$ cat src/hdl/modbus_rtu_request_framer_core_assert.svh
// Assertion macros for the Modbus RTU request framer.
// Depends on nothing; included by the top level.
`ifndef MODBUS_RTU_REQUEST_FRAMER_CORE_ASSERT_SVH
`define MODBUS_RTU_REQUEST_FRAMER_CORE_ASSERT_SVH

// same-cycle implication under synchronous reset
`define MBRTU_ASSERT_NOW(label, clk, rst_n, ante, cons) \
    label: assert property (@(posedge clk) disable iff (!(rst_n)) (ante) |-> (cons)) \
        else $error("framer assertion failed");

// next-cycle implication under synchronous reset
`define MBRTU_ASSERT_NEXT(label, clk, rst_n, ante, cons) \
    label: assert property (@(posedge clk) disable iff (!(rst_n)) (ante) |=> (cons)) \
        else $error("framer assertion failed");

`endif

$ cat src/hdl/mbrtu_pkg.sv
// Shared types, constants and CRC step function for the Modbus RTU request framer.
// Depends on nothing.
package mbrtu_pkg;

    localparam int unsigned FRAME_LEN = 8;
    localparam int unsigned HDR_LEN   = 6;

    localparam logic [1:0] MODE_READ_ONE = 2'd0;
    localparam logic [1:0] MODE_READ_TWO = 2'd1;
    localparam logic [1:0] MODE_WRITE    = 2'd2;
    localparam logic [1:0] MODE_NONE     = 2'd3;

    localparam logic       CFG_READ_FC   = 1'b0;
    localparam logic       CFG_WRITE_FC  = 1'b1;

    localparam logic [7:0] READ_FC_RST   = 8'd3;
    localparam logic [7:0] WRITE_FC_RST  = 8'd6;

    localparam logic [15:0] CRC_INIT     = 16'hFFFF;
    localparam logic [15:0] CRC_POLY     = 16'hA001;
    localparam logic [15:0] QTY_ONE      = 16'h0001;
    localparam logic [15:0] QTY_TWO      = 16'h0002;

    // header bytes, byte 0 (slave address) in the lowest slot
    typedef logic [HDR_LEN-1:0][7:0] t_frame;

    typedef struct packed {
        logic full;
        logic empty;
    } t_q_stat;

    function automatic logic [15:0] crc16_byte(input logic [15:0] crc_in,
                                               input logic [7:0]  data);
        logic [15:0] c;
        c = crc_in ^ {8'h00, data};
        for (int b = 0; b < 8; b++) begin
            if (c[0]) begin
                c = (c >> 1) ^ CRC_POLY;
            end else begin
                c = c >> 1;
            end
        end
        return c;
    endfunction

endpackage

$ cat src/hdl/mbrtu_front.sv
// Front end: holds the function code registers, accepts requests and builds headers.
// Depends on mbrtu_pkg.
module mbrtu_front (
    input  logic                i_clk,
    input  logic                i_rst_n,
    input  logic                i_cfg_we,
    input  logic                i_cfg_idx,
    input  logic [7:0]          i_cfg_data,
    input  logic                i_valid,
    output logic                o_ready,
    input  logic [1:0]          i_mode,
    input  logic [7:0]          i_slave_address,
    input  logic [15:0]         i_register_address,
    input  logic [15:0]         i_write_value,
    input  mbrtu_pkg::t_q_stat  i_q_stat,
    output logic                o_push,
    output mbrtu_pkg::t_frame   o_frame
);

    logic [7:0]  r_read_fc;
    logic [7:0]  r_write_fc;
    logic [15:0] payload;
    logic [7:0]  func;

    always_ff @(posedge i_clk) begin
        if (!i_rst_n) begin
            r_read_fc  <= mbrtu_pkg::READ_FC_RST;
            r_write_fc <= mbrtu_pkg::WRITE_FC_RST;
        end else if (i_cfg_we) begin
            unique case (i_cfg_idx)
                mbrtu_pkg::CFG_READ_FC:  r_read_fc  <= i_cfg_data;
                mbrtu_pkg::CFG_WRITE_FC: r_write_fc <= i_cfg_data;
                default: ;
            endcase
        end
    end

    always_comb begin
        unique case (i_mode)
            mbrtu_pkg::MODE_WRITE: begin
                payload = i_write_value;
                func    = r_write_fc;
            end
            mbrtu_pkg::MODE_READ_TWO: begin
                payload = mbrtu_pkg::QTY_TWO;
                func    = r_read_fc;
            end
            default: begin
                payload = mbrtu_pkg::QTY_ONE;
                func    = r_read_fc;
            end
        endcase
    end

    assign o_ready = !i_q_stat.full;
    // drop requests with the unused mode
    assign o_push  = i_valid && o_ready && (i_mode != mbrtu_pkg::MODE_NONE);
    assign o_frame = {payload[7:0], payload[15:8],
                      i_register_address[7:0], i_register_address[15:8],
                      func, i_slave_address};

endmodule

$ cat src/hdl/mbrtu_queue.sv
// Two-entry header queue between the front end and the byte sender.
// Depends on mbrtu_pkg.
module mbrtu_queue (
    input  logic                i_clk,
    input  logic                i_rst_n,
    input  logic                i_push,
    input  mbrtu_pkg::t_frame   i_frame,
    input  logic                i_pop,
    output mbrtu_pkg::t_frame   o_frame,
    output mbrtu_pkg::t_q_stat  o_stat
);

    mbrtu_pkg::t_frame r_mem [2];
    logic              r_wr;
    logic              r_rd;
    logic [1:0]        r_cnt;
    logic              do_pop;

    assign do_pop = i_pop && (r_cnt != 2'd0);

    always_ff @(posedge i_clk) begin
        if (i_push) begin
            r_mem[r_wr] <= i_frame;
        end
    end

    always_ff @(posedge i_clk) begin
        if (!i_rst_n) begin
            r_wr  <= 1'b0;
            r_rd  <= 1'b0;
            r_cnt <= 2'd0;
        end else begin
            if (i_push) begin
                r_wr <= !r_wr;
            end
            if (do_pop) begin
                r_rd <= !r_rd;
            end
            r_cnt <= r_cnt + {1'b0, i_push} - {1'b0, do_pop};
        end
    end

    assign o_frame      = r_mem[r_rd];
    assign o_stat.full  = (r_cnt == 2'd2);
    assign o_stat.empty = (r_cnt == 2'd0);

endmodule

$ cat src/hdl/mbrtu_back.sv
// Byte sender: walks the queue head byte by byte and appends the running CRC.
// Depends on mbrtu_pkg.
module mbrtu_back (
    input  logic                i_clk,
    input  logic                i_rst_n,
    input  mbrtu_pkg::t_frame   i_frame,
    input  mbrtu_pkg::t_q_stat  i_q_stat,
    output logic                o_pop,
    output logic                o_valid,
    input  logic                i_ready,
    output logic [7:0]          o_byte,
    output logic                o_last
);

    logic [2:0]  r_idx;
    logic [15:0] r_crc;
    logic [2:0]  n_idx;
    logic [15:0] n_crc;
    logic        xfer;

    assign o_valid = !i_q_stat.empty;
    assign o_last  = (r_idx == 3'd7);
    assign xfer    = o_valid && i_ready;
    assign o_pop   = xfer && o_last;

    always_comb begin
        unique case (r_idx)
            3'd0:    o_byte = i_frame[0];
            3'd1:    o_byte = i_frame[1];
            3'd2:    o_byte = i_frame[2];
            3'd3:    o_byte = i_frame[3];
            3'd4:    o_byte = i_frame[4];
            3'd5:    o_byte = i_frame[5];
            3'd6:    o_byte = r_crc[7:0];
            default: o_byte = r_crc[15:8];
        endcase
    end

    always_comb begin
        n_idx = r_idx;
        n_crc = r_crc;
        if (xfer) begin
            if (o_last) begin
                n_idx = 3'd0;
                n_crc = mbrtu_pkg::CRC_INIT;
            end else begin
                n_idx = r_idx + 3'd1;
                if (r_idx < 3'(mbrtu_pkg::HDR_LEN)) begin
                    n_crc = mbrtu_pkg::crc16_byte(r_crc, o_byte);
                end
            end
        end
    end

    always_ff @(posedge i_clk) begin
        if (!i_rst_n) begin
            r_idx <= 3'd0;
            r_crc <= mbrtu_pkg::CRC_INIT;
        end else begin
            r_idx <= n_idx;
            r_crc <= n_crc;
        end
    end

endmodule

$ cat src/hdl/modbus_rtu_request_framer_core.sv
// Top level of the Modbus RTU request framer: front end, header queue, byte sender.
// Depends on mbrtu_pkg, mbrtu_front, mbrtu_queue, mbrtu_back and the assertion header.
//
// Usage:
//   Requests enter on the s_axis channel: tdata carries slave address, register
//   address and write value, tuser carries the mode. A request with mode 3 is
//   accepted and dropped without output.
//   Each request produces eight frame bytes on m_axis, one per transfer, with
//   tlast on the CRC high byte. The CRC is built one byte per cycle as the
//   header bytes leave, and it holds while the receiver stalls.
//   m_axis_tvalid is high in the cycle after a request transfer into an empty queue.
//   The byte-wide output, eight bytes per frame, sets the request rate.
//   A two-entry header queue lets requests be taken while a frame is sent.
//   When the receiver stalls, the current byte holds and the queue fills;
//   s_axis_tready drops once both entries are occupied.
//   Reset (synchronous, active low) empties the queue, restarts the byte
//   counter and restores function codes 3 (read) and 6 (write).
//   The user must write function codes on the cfg port only while the block is idle; the block does not enforce this.
`include "modbus_rtu_request_framer_core_assert.svh"

module modbus_rtu_request_framer_core (
    input  logic        i_clk,
    input  logic        i_rst_n,
    input  logic        i_cfg_we,
    input  logic        i_cfg_idx,
    input  logic [7:0]  i_cfg_data,
    input  logic        s_axis_tvalid,
    output logic        s_axis_tready,
    // [7:0] slave_address, [23:8] register_address, [39:24] write_value
    input  logic [39:0] s_axis_tdata,
    // [1:0] mode
    input  logic [1:0]  s_axis_tuser,
    output logic        m_axis_tvalid,
    input  logic        m_axis_tready,
    // [7:0] frame_byte
    output logic [7:0]  m_axis_tdata,
    output logic        m_axis_tlast
);

    logic                q_push;
    logic                q_pop;
    mbrtu_pkg::t_frame   q_in;
    mbrtu_pkg::t_frame   q_head;
    mbrtu_pkg::t_q_stat  q_stat;
    logic                unused_xfer;

    mbrtu_front u_front (
        .i_clk              (i_clk),
        .i_rst_n            (i_rst_n),
        .i_cfg_we           (i_cfg_we),
        .i_cfg_idx          (i_cfg_idx),
        .i_cfg_data         (i_cfg_data),
        .i_valid            (s_axis_tvalid),
        .o_ready            (s_axis_tready),
        .i_mode             (s_axis_tuser),
        .i_slave_address    (s_axis_tdata[7:0]),
        .i_register_address (s_axis_tdata[23:8]),
        .i_write_value      (s_axis_tdata[39:24]),
        .i_q_stat           (q_stat),
        .o_push             (q_push),
        .o_frame            (q_in)
    );

    mbrtu_queue u_queue (
        .i_clk   (i_clk),
        .i_rst_n (i_rst_n),
        .i_push  (q_push),
        .i_frame (q_in),
        .i_pop   (q_pop),
        .o_frame (q_head),
        .o_stat  (q_stat)
    );

    mbrtu_back u_back (
        .i_clk    (i_clk),
        .i_rst_n  (i_rst_n),
        .i_frame  (q_head),
        .i_q_stat (q_stat),
        .o_pop    (q_pop),
        .o_valid  (m_axis_tvalid),
        .i_ready  (m_axis_tready),
        .o_byte   (m_axis_tdata),
        .o_last   (m_axis_tlast)
    );

    assign unused_xfer = s_axis_tvalid && s_axis_tready
                         && (s_axis_tuser == mbrtu_pkg::MODE_NONE);

    `MBRTU_ASSERT_NOW(a_no_overflow, i_clk, i_rst_n, q_push, !q_stat.full)
    `MBRTU_ASSERT_NOW(a_drop_unused, i_clk, i_rst_n, unused_xfer, !q_push)
    `MBRTU_ASSERT_NEXT(a_fill_shows, i_clk, i_rst_n, q_push, m_axis_tvalid)

endmodule

$ cat config.mk
export PLATFORM = sky130hd
export DESIGN_NAME = modbus_rtu_request_framer_core
export DESIGN_NICKNAME = d
export VERILOG_FILES = /design/src/hdl/mbrtu_pkg.sv /design/src/hdl/mbrtu_front.sv /design/src/hdl/mbrtu_queue.sv /design/src/hdl/mbrtu_back.sv /design/src/hdl/modbus_rtu_request_framer_core.sv
export VERILOG_INCLUDE_DIRS = /design/src /design/src/hdl
export SDC_FILE = /design/constraint.sdc
export NUM_CORES = 1
export LEC_CHECK = 0
export BUFFER_PORTS_ARGS = -buffer_cell sky130_fd_sc_hd__buf_2
export CAP_MARGIN = 0
export CORE_UTILIZATION = 58
export CTS_CLUSTER_DIAMETER = 200
export DETAILED_ROUTE_END_ITERATION = 8
export GPL_TIMING_DRIVEN = 0
export PLACE_DENSITY = 0.82
export SLEW_MARGIN = 20
export SYNTH_ARGS = -nofsm -noshare
export SYNTH_HDL_FRONTEND = slang
export SYNTH_SLANG_ARGS = --single-unit
$ cat constraint.sdc
create_clock -name i_clk -period 4.4 [get_ports i_clk]
set_input_delay 0.44 -clock i_clk [delete_from_list [all_inputs] [get_ports i_clk]]
set_output_delay 0.44 -clock i_clk [all_outputs]
set_load 0.01 [all_outputs]
Word-level counts from Yosys, hierarchy flattened
Memory sizes are Yosys's and may differ from the RTL's. A register that Yosys moved wholly into a read port is not among the register bits.
Cells that the tools add are included.
{ "totals": {"register_bits": 39, "latchBits": 0, "ram_bits": 96, "rom_bits": 0, "input_bits": 56, "output_inout_bits": 11, "mem_count": 1} }
{ "mem_list": {"columns": ["memory", "words", "width", "read_ports", "rd_ports_with_merged_regs", "write_ports", "line", "source"], "rows": [
  ["u_queue.r_mem", 2, 48, 1, 1, 1, "mbrtu_queue.sv:13", "mbrtu_pkg::t_frame r_mem [2];"]
]} }
{ "classes": {"addsub": 3, "n_mul": 0, "n_div": 0, "magnitude_cmp": 1, "eq_ne": 11, "shift": 0, "mux": 39, "bitwise": 10, "reduce_logical": 16} }
{ "op_table": {"columns": ["cell", "count"], "rows": [
  ["$mux W16", 31],
  ["$pmux W8 S7", 1],
  ["$pmux W16 S2", 1],
  ["$not A2 Y3", 8],
  ["$xor A16 B8 Y16", 1],
  ["$eq A3 B3 Y1 const B", 4],
  ["$mux W8", 1],
  ["$eq A3 B2 Y1 const B", 2],
  ["$reduce_and A2 Y1", 3],
  ["$logic_and A1 B1 Y1", 5],
  ["$eq A2 B2 Y1 const B", 2],
  ["$logic_not A1 Y1", 4],
  ["$mux W1", 4],
  ["$reduce_bool A2 Y1", 2],
  ["$add A3 B1 Y3 const B", 1],
  ["$eq A3 B1 Y1 const B", 1],
  ["$logic_not A3 Y1", 1],
  ["$lt A3 B3 Y1 const B", 1],
  ["$mux W3", 1],
  ["$add A2 B1 Y2", 1],
  ["$eq A2 B1 Y1 const B", 1],
  ["$logic_not A2 Y1", 1],
  ["$ne A2 B2 Y1 const B", 1],
  ["$sub A2 B1 Y2", 1],
  ["$not A1 Y1", 1]
]} }

Logic depth before layout (Yosys ltp)
{ "depth": {"word_depth": 42, "depth_mapped": 13, "depth_no_buf": 11} }

Modules after synthesis
A second synthesis with hierarchy kept.
{ "hier_totals": {"hier_cells": 478, "area_unflattened_um2": 6451.2} }
{ "modules_own_cells": {"columns": ["mod", "instances", "cells_each", "area_per_inst_um2"], "rows": [
  ["mbrtu_queue", 1, 172, 3783.6],
  ["mbrtu_back", 1, 180, 1560.2],
  ["mbrtu_front", 1, 126, 1107.3]
]} }

Worst setup path before layout
Ideal clock, no wire load.
{ "synth_timing": {"kind": "in2reg", "from": "input port s_axis_tuser[0]", "to": "memory u_queue.r_mem[0][0] (netlist name), enable pin", "setup_time_ns": 0.460, "t_arrival_ns": 3.061, "t_required_ns": 3.940, "slack_ns": 0.878, "stages": 3, "n_path_buf": 0, "path_cell_list": "ha_1 -> and3b_1 -> nor2b_1"} }
{ "synth_between": {"elab_chain_cells": 4} }
{ "synth_lines": {"columns": ["element", "line", "source"], "rows": [
  ["start: declaration", "modbus_rtu_request_framer_core.sv:32", "input logic [1:0] s_axis_tuser,"],
  ["$ne A2 B2 Y1", "mbrtu_front.sv:57", "assign o_push = i_valid && o_ready && (i_mode != mbrtu_pkg::MODE_NONE);"],
  ["$logic_and A1 B1 Y1", "mbrtu_front.sv:57", null],
  ["net q_push", "modbus_rtu_request_framer_core.sv:40", "logic q_push;"],
  ["$mux W1", "mbrtu_queue.sv:22", "if (i_push) begin"],
  ["$mux W1 (not written as such)", "mbrtu_queue.sv:23", "r_mem[r_wr] <= i_frame;"],
  ["end: declaration", "mbrtu_queue.sv:13", null]
]} }
The timed path passes the listed nets, and every way through them passes these cells.

Final worst setup path
{ "layout_timing": {"from": "register u_back.r_idx[2]", "to": "register u_back.r_crc[0]"} }
{ "layout_between": {"elab_chain_cells": 35, "elab_cells_between_ends": 51, "cone_classes": "order compare (1); eq/ne (7); mux (32); bitwise (8); reduce/logical (3)"} }
{ "layout_lines": {"columns": ["element", "line", "source"], "rows": [
  ["start: declaration", "mbrtu_back.sv:15", "logic [2:0] r_idx;"],
  ["start signal: assignment", "mbrtu_back.sv:60", "r_idx <= n_idx;"],
  ["$eq A3 B3 Y1, or another cell as far along", "mbrtu_back.sv:27", "unique case (r_idx)"],
  ["$pmux W8 S7", "mbrtu_back.sv:27", null],
  ["$xor A16 B8 Y16", "mbrtu_pkg.sv:35", "c = crc_in ^ {8'h00, data};"],
  ["$mux W16 / $not A2 Y3 (equally long branches)", null, null],
  ["$mux W16, on equally long branches", "mbrtu_back.sv:48, mbrtu_pkg.sv:37", null],
  ["$mux W16, on equally long branches", "mbrtu_back.sv:43, mbrtu_back.sv:48", null],
  ["$mux W16, on equally long branches", "mbrtu_back.sv:42, mbrtu_back.sv:43", null],
  ["$mux W16, or another cell as far along", "mbrtu_pkg.sv:37", "if (c[0]) begin"],
  ["[... 19 more ...]", null, null],
  ["$not A2 Y3 (no line) / $mux W16 (equally long branches)", null, null],
  ["$mux W16", "mbrtu_pkg.sv:37", null],
  ["$mux W16", "mbrtu_back.sv:48", "if (r_idx < 3'(mbrtu_pkg::HDR_LEN)) begin"],
  ["$mux W16", "mbrtu_back.sv:43", "if (o_last) begin"],
  ["$mux W16", "mbrtu_back.sv:42", "if (xfer) begin"],
  ["$mux W16", "mbrtu_pkg.sv:37", null],
  ["$mux W16", "mbrtu_back.sv:48", null],
  ["$mux W16", "mbrtu_back.sv:43", null],
  ["end signal: assignment", "mbrtu_back.sv:58", "r_crc <= mbrtu_pkg::CRC_INIT;"],
  ["end signal: assignment", "mbrtu_back.sv:61", "r_crc <= n_crc;"],
  ["end: declaration", "mbrtu_back.sv:16", "logic [15:0] r_crc;"]
]} }
Several ways; a longest one is shown, not always the timed one. The select of a mux whose other input is x is not followed.
A chain may end at the register's enable or synchronous reset.

==> impl_metrics.yaml <==
run_status:
  outcome: "finished, final reports clean"
yosys:
  synth.area.mux_share_pct: 8.676
  ys_warn_count: 0
  yosys_register_bits: 136
  synthFlopType: "sky130_fd_sc_hd__edfxtp_1"
  mappedNetlistNets: 527
  synth_most_common_cell: "sky130_fd_sc_hd__edfxtp_1"
  synth-adder-area-share_pct: 2.272
  syn_area_um2: 6057
  ys_async_sr_fraction_pct: 0
  synth_sequential_area_ratio_pct: 60.81
  synth_area_in_xor_xnor_pct: 5.329
  netlist.area_leader.share_pct: 47.59
  synthSimpleGateAreaFrac_pct: 10.68
  synth_cell_types: 62
  largest_family_of_logic_cells_by_synthesized_area: "simple AND/OR/NAND/NOR gates"
  yosys_top_cell_by_area: "sky130_fd_sc_hd__edfxtp_1"
  netlist_instances: 460
  post_syn_area_per_cell_um2: 13.17
  ys_top_cells_by_count: "96 x sky130_fd_sc_hd__edfxtp_1, 60 x sky130_fd_sc_hd__nand2_1, 40 x sky130_fd_sc_hd__dfxtp_1, 21 x sky130_fd_sc_hd__and2_1, 21 x sky130_fd_sc_hd__mux2i_1"
  synth_compound_gate_area_share_pct: 9.440
  synth.area.top_cells: "sky130_fd_sc_hd__edfxtp_1 48%, sky130_fd_sc_hd__dfxtp_1 13%, sky130_fd_sc_hd__mux2_2 3.7%"
  number_of_synthesized_flops_with_an_enable_pin: 96
timing:
  highest_attainable_clock_frequency_mhz: 283.3
  finalSetupTns_ps: 0
  tightest_slew_ps: 1077
  finalMaxSlewViolations: 0
  final_worst_clock_skew_ps: 8.958
  setup_repair_after_global_routing_missed_its_margin: "no"
  report.final.hold_viol_count: 0
  final.period_utilization_pct: 80.22
  max-slew-margin-rel_pct: 27.56
  setup_violations: 0
  post-route-min-period_ps: 3530
power:
  vdd_ir_drop_max_mv: 0.3624
  cellLeakagePower_uw: 0.002614
  power.total_uw: 3434
  power.density_nw_per_um2: 482.4
clock_tree:
  clk_latency_ps: 540
  cts_sinks: 136
  cts_tree: "yes"
  cts_buffer_depth: 2
  htreeDepth: 4
  post_cts_buffers: 0
  cts.repair.resized: 0
  clkTransAtPathRegs_ps: 60
  clk_root_buffer_cell: "sky130_fd_sc_hd__clkbuf_8"
  hold_buffers: 0
  numCtsBuffers: 17
place:
  gpl.final_weighted_congestion: 0.9359
  dp.final_hpwl_mm: 9.315
  detailed_place.area_um2: 6598
  place_inst: 660
  place.port_buffers: 65
global_route:
  maximum_number_of_pins_on_one_net_before_global_route_repair: 26
  grt_pass1_vias: 4061
  antenna_violations_before_repair: 0
  grt_first_pass_wirelength_mm: 21.30
  globalRoute.totalOverflow: 0
  gr-usage-all-layers_pct: 26.49
worst_setup_path:
  critical_path.cell_chain: "inv_1 -> ha_1 -> or4_1 -> buf_2 -> buf_6 -> o211a_2 -> a31oi_4 -> xnor2_2 -> xnor3_2 -> xnor3_1 -> xnor3_1 -> o22ai_1 -> nand2_1"
  timing.rr.start: "u_back.r_idx[2]"
  reg2reg_slack_ps: 870
  start_kind: "flop"
  crit_fanout: 10
  critical_path_buf_inv_count: 3
  slowest_stage_delay_on_critical_path_ps: 490
  crit_path_end_kind: "flop"
  r2r_end: "u_back.r_crc[0]"
  worst_ep_required_time_ps: 4790
  timing.reg2reg.worst_path_depth: 13
  cp.arrival_ps: 3920
  slowest_stage: "sky130_fd_sc_hd__or4_1"
  path_delay_family: "XOR/XNOR gates"
  worst_path_most_repeated_cell: "sky130_fd_sc_hd__xnor3_1"
  timing.setup.critical_path_class: "reg -> reg"
drt:
  wirelength_mm: 13.05
  antenna_violating_nets_post_route: 0
  detailedRoute.firstIterationViolations: 330
  num_vias: 3957
  post_drt_wl_per_cell_um: 18.85
  vias_per_cell: 5.718
  first_pass_iters: 5
  route.detailed.drc: 0
final_layout:
  n_antenna_cell: 0
  ff_latch_area_um2: 3684
  fillers: 702
  design_area_um2: 7119
  multiInputGateArea_um2: 2213
  flow.area_growth_from_synthesis_pct: 17.54
  layout.core_utilization_pct: 71.52
  drive_above_1_share_pct: 25.76
  final_cells: 692
  fin_nets: 613
hold_path:
  min_path_type: "in -> reg"
  hold-path-cell-count: 1
  hold_path_startpoint: "s_axis_tdata[22]"
  min_to: "u_queue.r_mem[1][22]"
floorplan:
  initial_utilization_pct: 60.85
  die_h_um: 104.2
  std_cell_rows: 36
  io_pins: 67
  dieWidth_um: 104.2
  core_um2: 9955
  die_area_um2: 10860
run:
  maximum_capacitance_violations: 0
## report_power, final
| group | total [µW] | internal [µW] | switching, µW | leakage, µW |
|---|---|---|---|---|
| clock | 1240 | 738 | 506 | 0.000258 |
| sequential | 1510 | 1460 | 44.2 | 0.00122 |
| combinational | 684 | 356 | 328 | 0.00113 |
## flip-flops by register name, indices dropped and copies added, names as in the netlist, named ones only
| signal | count |
|---|---|
| u_back.r_crc | 16 |
| u_back.r_idx | 3 |
| u_front.r_read_fc | 8 |
| u_front.r_write_fc | 8 |
| u_queue.r_cnt | 2 |
| u_queue.r_mem | 96 |
| u_queue.r_rd | 1 |
| u_queue.r_wr | 1 |
## logic make-up (layout without fill, tap and decap cells)
kind of cell             after synthesis  in the layout
flip-flops                           136            136
AND/OR/NAND/NOR                      135            135
AO/OA/AOI/OAI                         76             76
multiplexers                          46             46
buffers and inverters                 31            130
XOR/XNOR                              25             25
adder cells (fa/ha/maj)               11             11
## metal layers
| metal | GRT usage [%] | routed length (µm) | vias up |
|---|---|---|---|
| met5 | 0 | 0 | - |
| met4 | 10.92 | 272 | 0 |
| met3 | 6.078 | 739 | 21 |
| met2 | 44.62 | 6614 | 136 |
| met1 | 33.01 | 5420 | 1922 |
| li1 | - | - | 1878 |
## area by class of cell
type / instances / share of cell area, %
Clock buffer: 24 / 6.626
Buffer: 23 / 1.951
Inverter: 8 / 0.4218
Timing Repair Buffer: 67 / 5.132
Tap cell: 133 / 2.337
Sequential cell: 136 / 51.74
Clock inverter: 8 / 0.7030
Multi-Input combinational cell: 293 / 31.09
## stage by stage
stage / worst slack, ps / hold WS, ps
floorplan: 878.4 / 435.1
CTS: 894.7 / 62.32
detailed placement: 926.8 / 456.2
global placement: -288.1 / 444.5
global route: 669.5 / 72.51
finish: 870.3 / 82.33
## worst max-delay path by stage
| stage | startpoint | end | slack, ps | depth (start not counted) |
|---|---|---|---|---|
| finish | u_back.r_idx[2] | u_back.r_crc[0] | 870 | 13 |
| global route | u_back.r_idx[0] | u_back.r_crc[14] | 670 | 12 |
| CTS | u_back.r_idx[0] | u_back.r_crc[0] | 890 | 13 |
| detailed placement | u_back.r_idx[0] | u_back.r_crc[0] | 930 | 13 |
| global placement | s_axis_tuser[0] | u_queue.r_mem[0][18] | -290 | 4 |
| floorplan | s_axis_tuser[0] | u_queue.r_mem[0][0] | 880 | 3 |
## placed cells by master (no fill, tap or decap), types with 4 or more instances in the layout
cell type                   synthesis  routed
sky130_fd_sc_hd__nand2_1           60      60
sky130_fd_sc_hd__mux2i_1           21      21
sky130_fd_sc_hd__and2_1            21      20
sky130_fd_sc_hd__nand3_1            8       8
sky130_fd_sc_hd__mux2_2            20      20
sky130_fd_sc_hd__a21boi_0          12      12
sky130_fd_sc_hd__buf_2              3      68
sky130_fd_sc_hd__edfxtp_1          96      96
sky130_fd_sc_hd__inv_1              8       8
sky130_fd_sc_hd__ha_1              11      11
sky130_fd_sc_hd__clkbuf_1          13      18
sky130_fd_sc_hd__nor3_1             6       6
sky130_fd_sc_hd__xnor2_1           12      12
sky130_fd_sc_hd__clkbuf_16          0      17
sky130_fd_sc_hd__o22a_1             4       4
sky130_fd_sc_hd__buf_6              6       6
sky130_fd_sc_hd__nor2b_1            8       7
sky130_fd_sc_hd__nor2_1            17      17
sky130_fd_sc_hd__a31oi_1            4       4
sky130_fd_sc_hd__o21ai_0           11      11
sky130_fd_sc_hd__dfxtp_1           40      40
sky130_fd_sc_hd__xor2_1             4       4
sky130_fd_sc_hd__nand2b_1           4       4
sky130_fd_sc_hd__o22ai_1           10      10
sky130_fd_sc_hd__clkinv_2           0       5
Note: power is estimated with default switching activity, not from simulation.
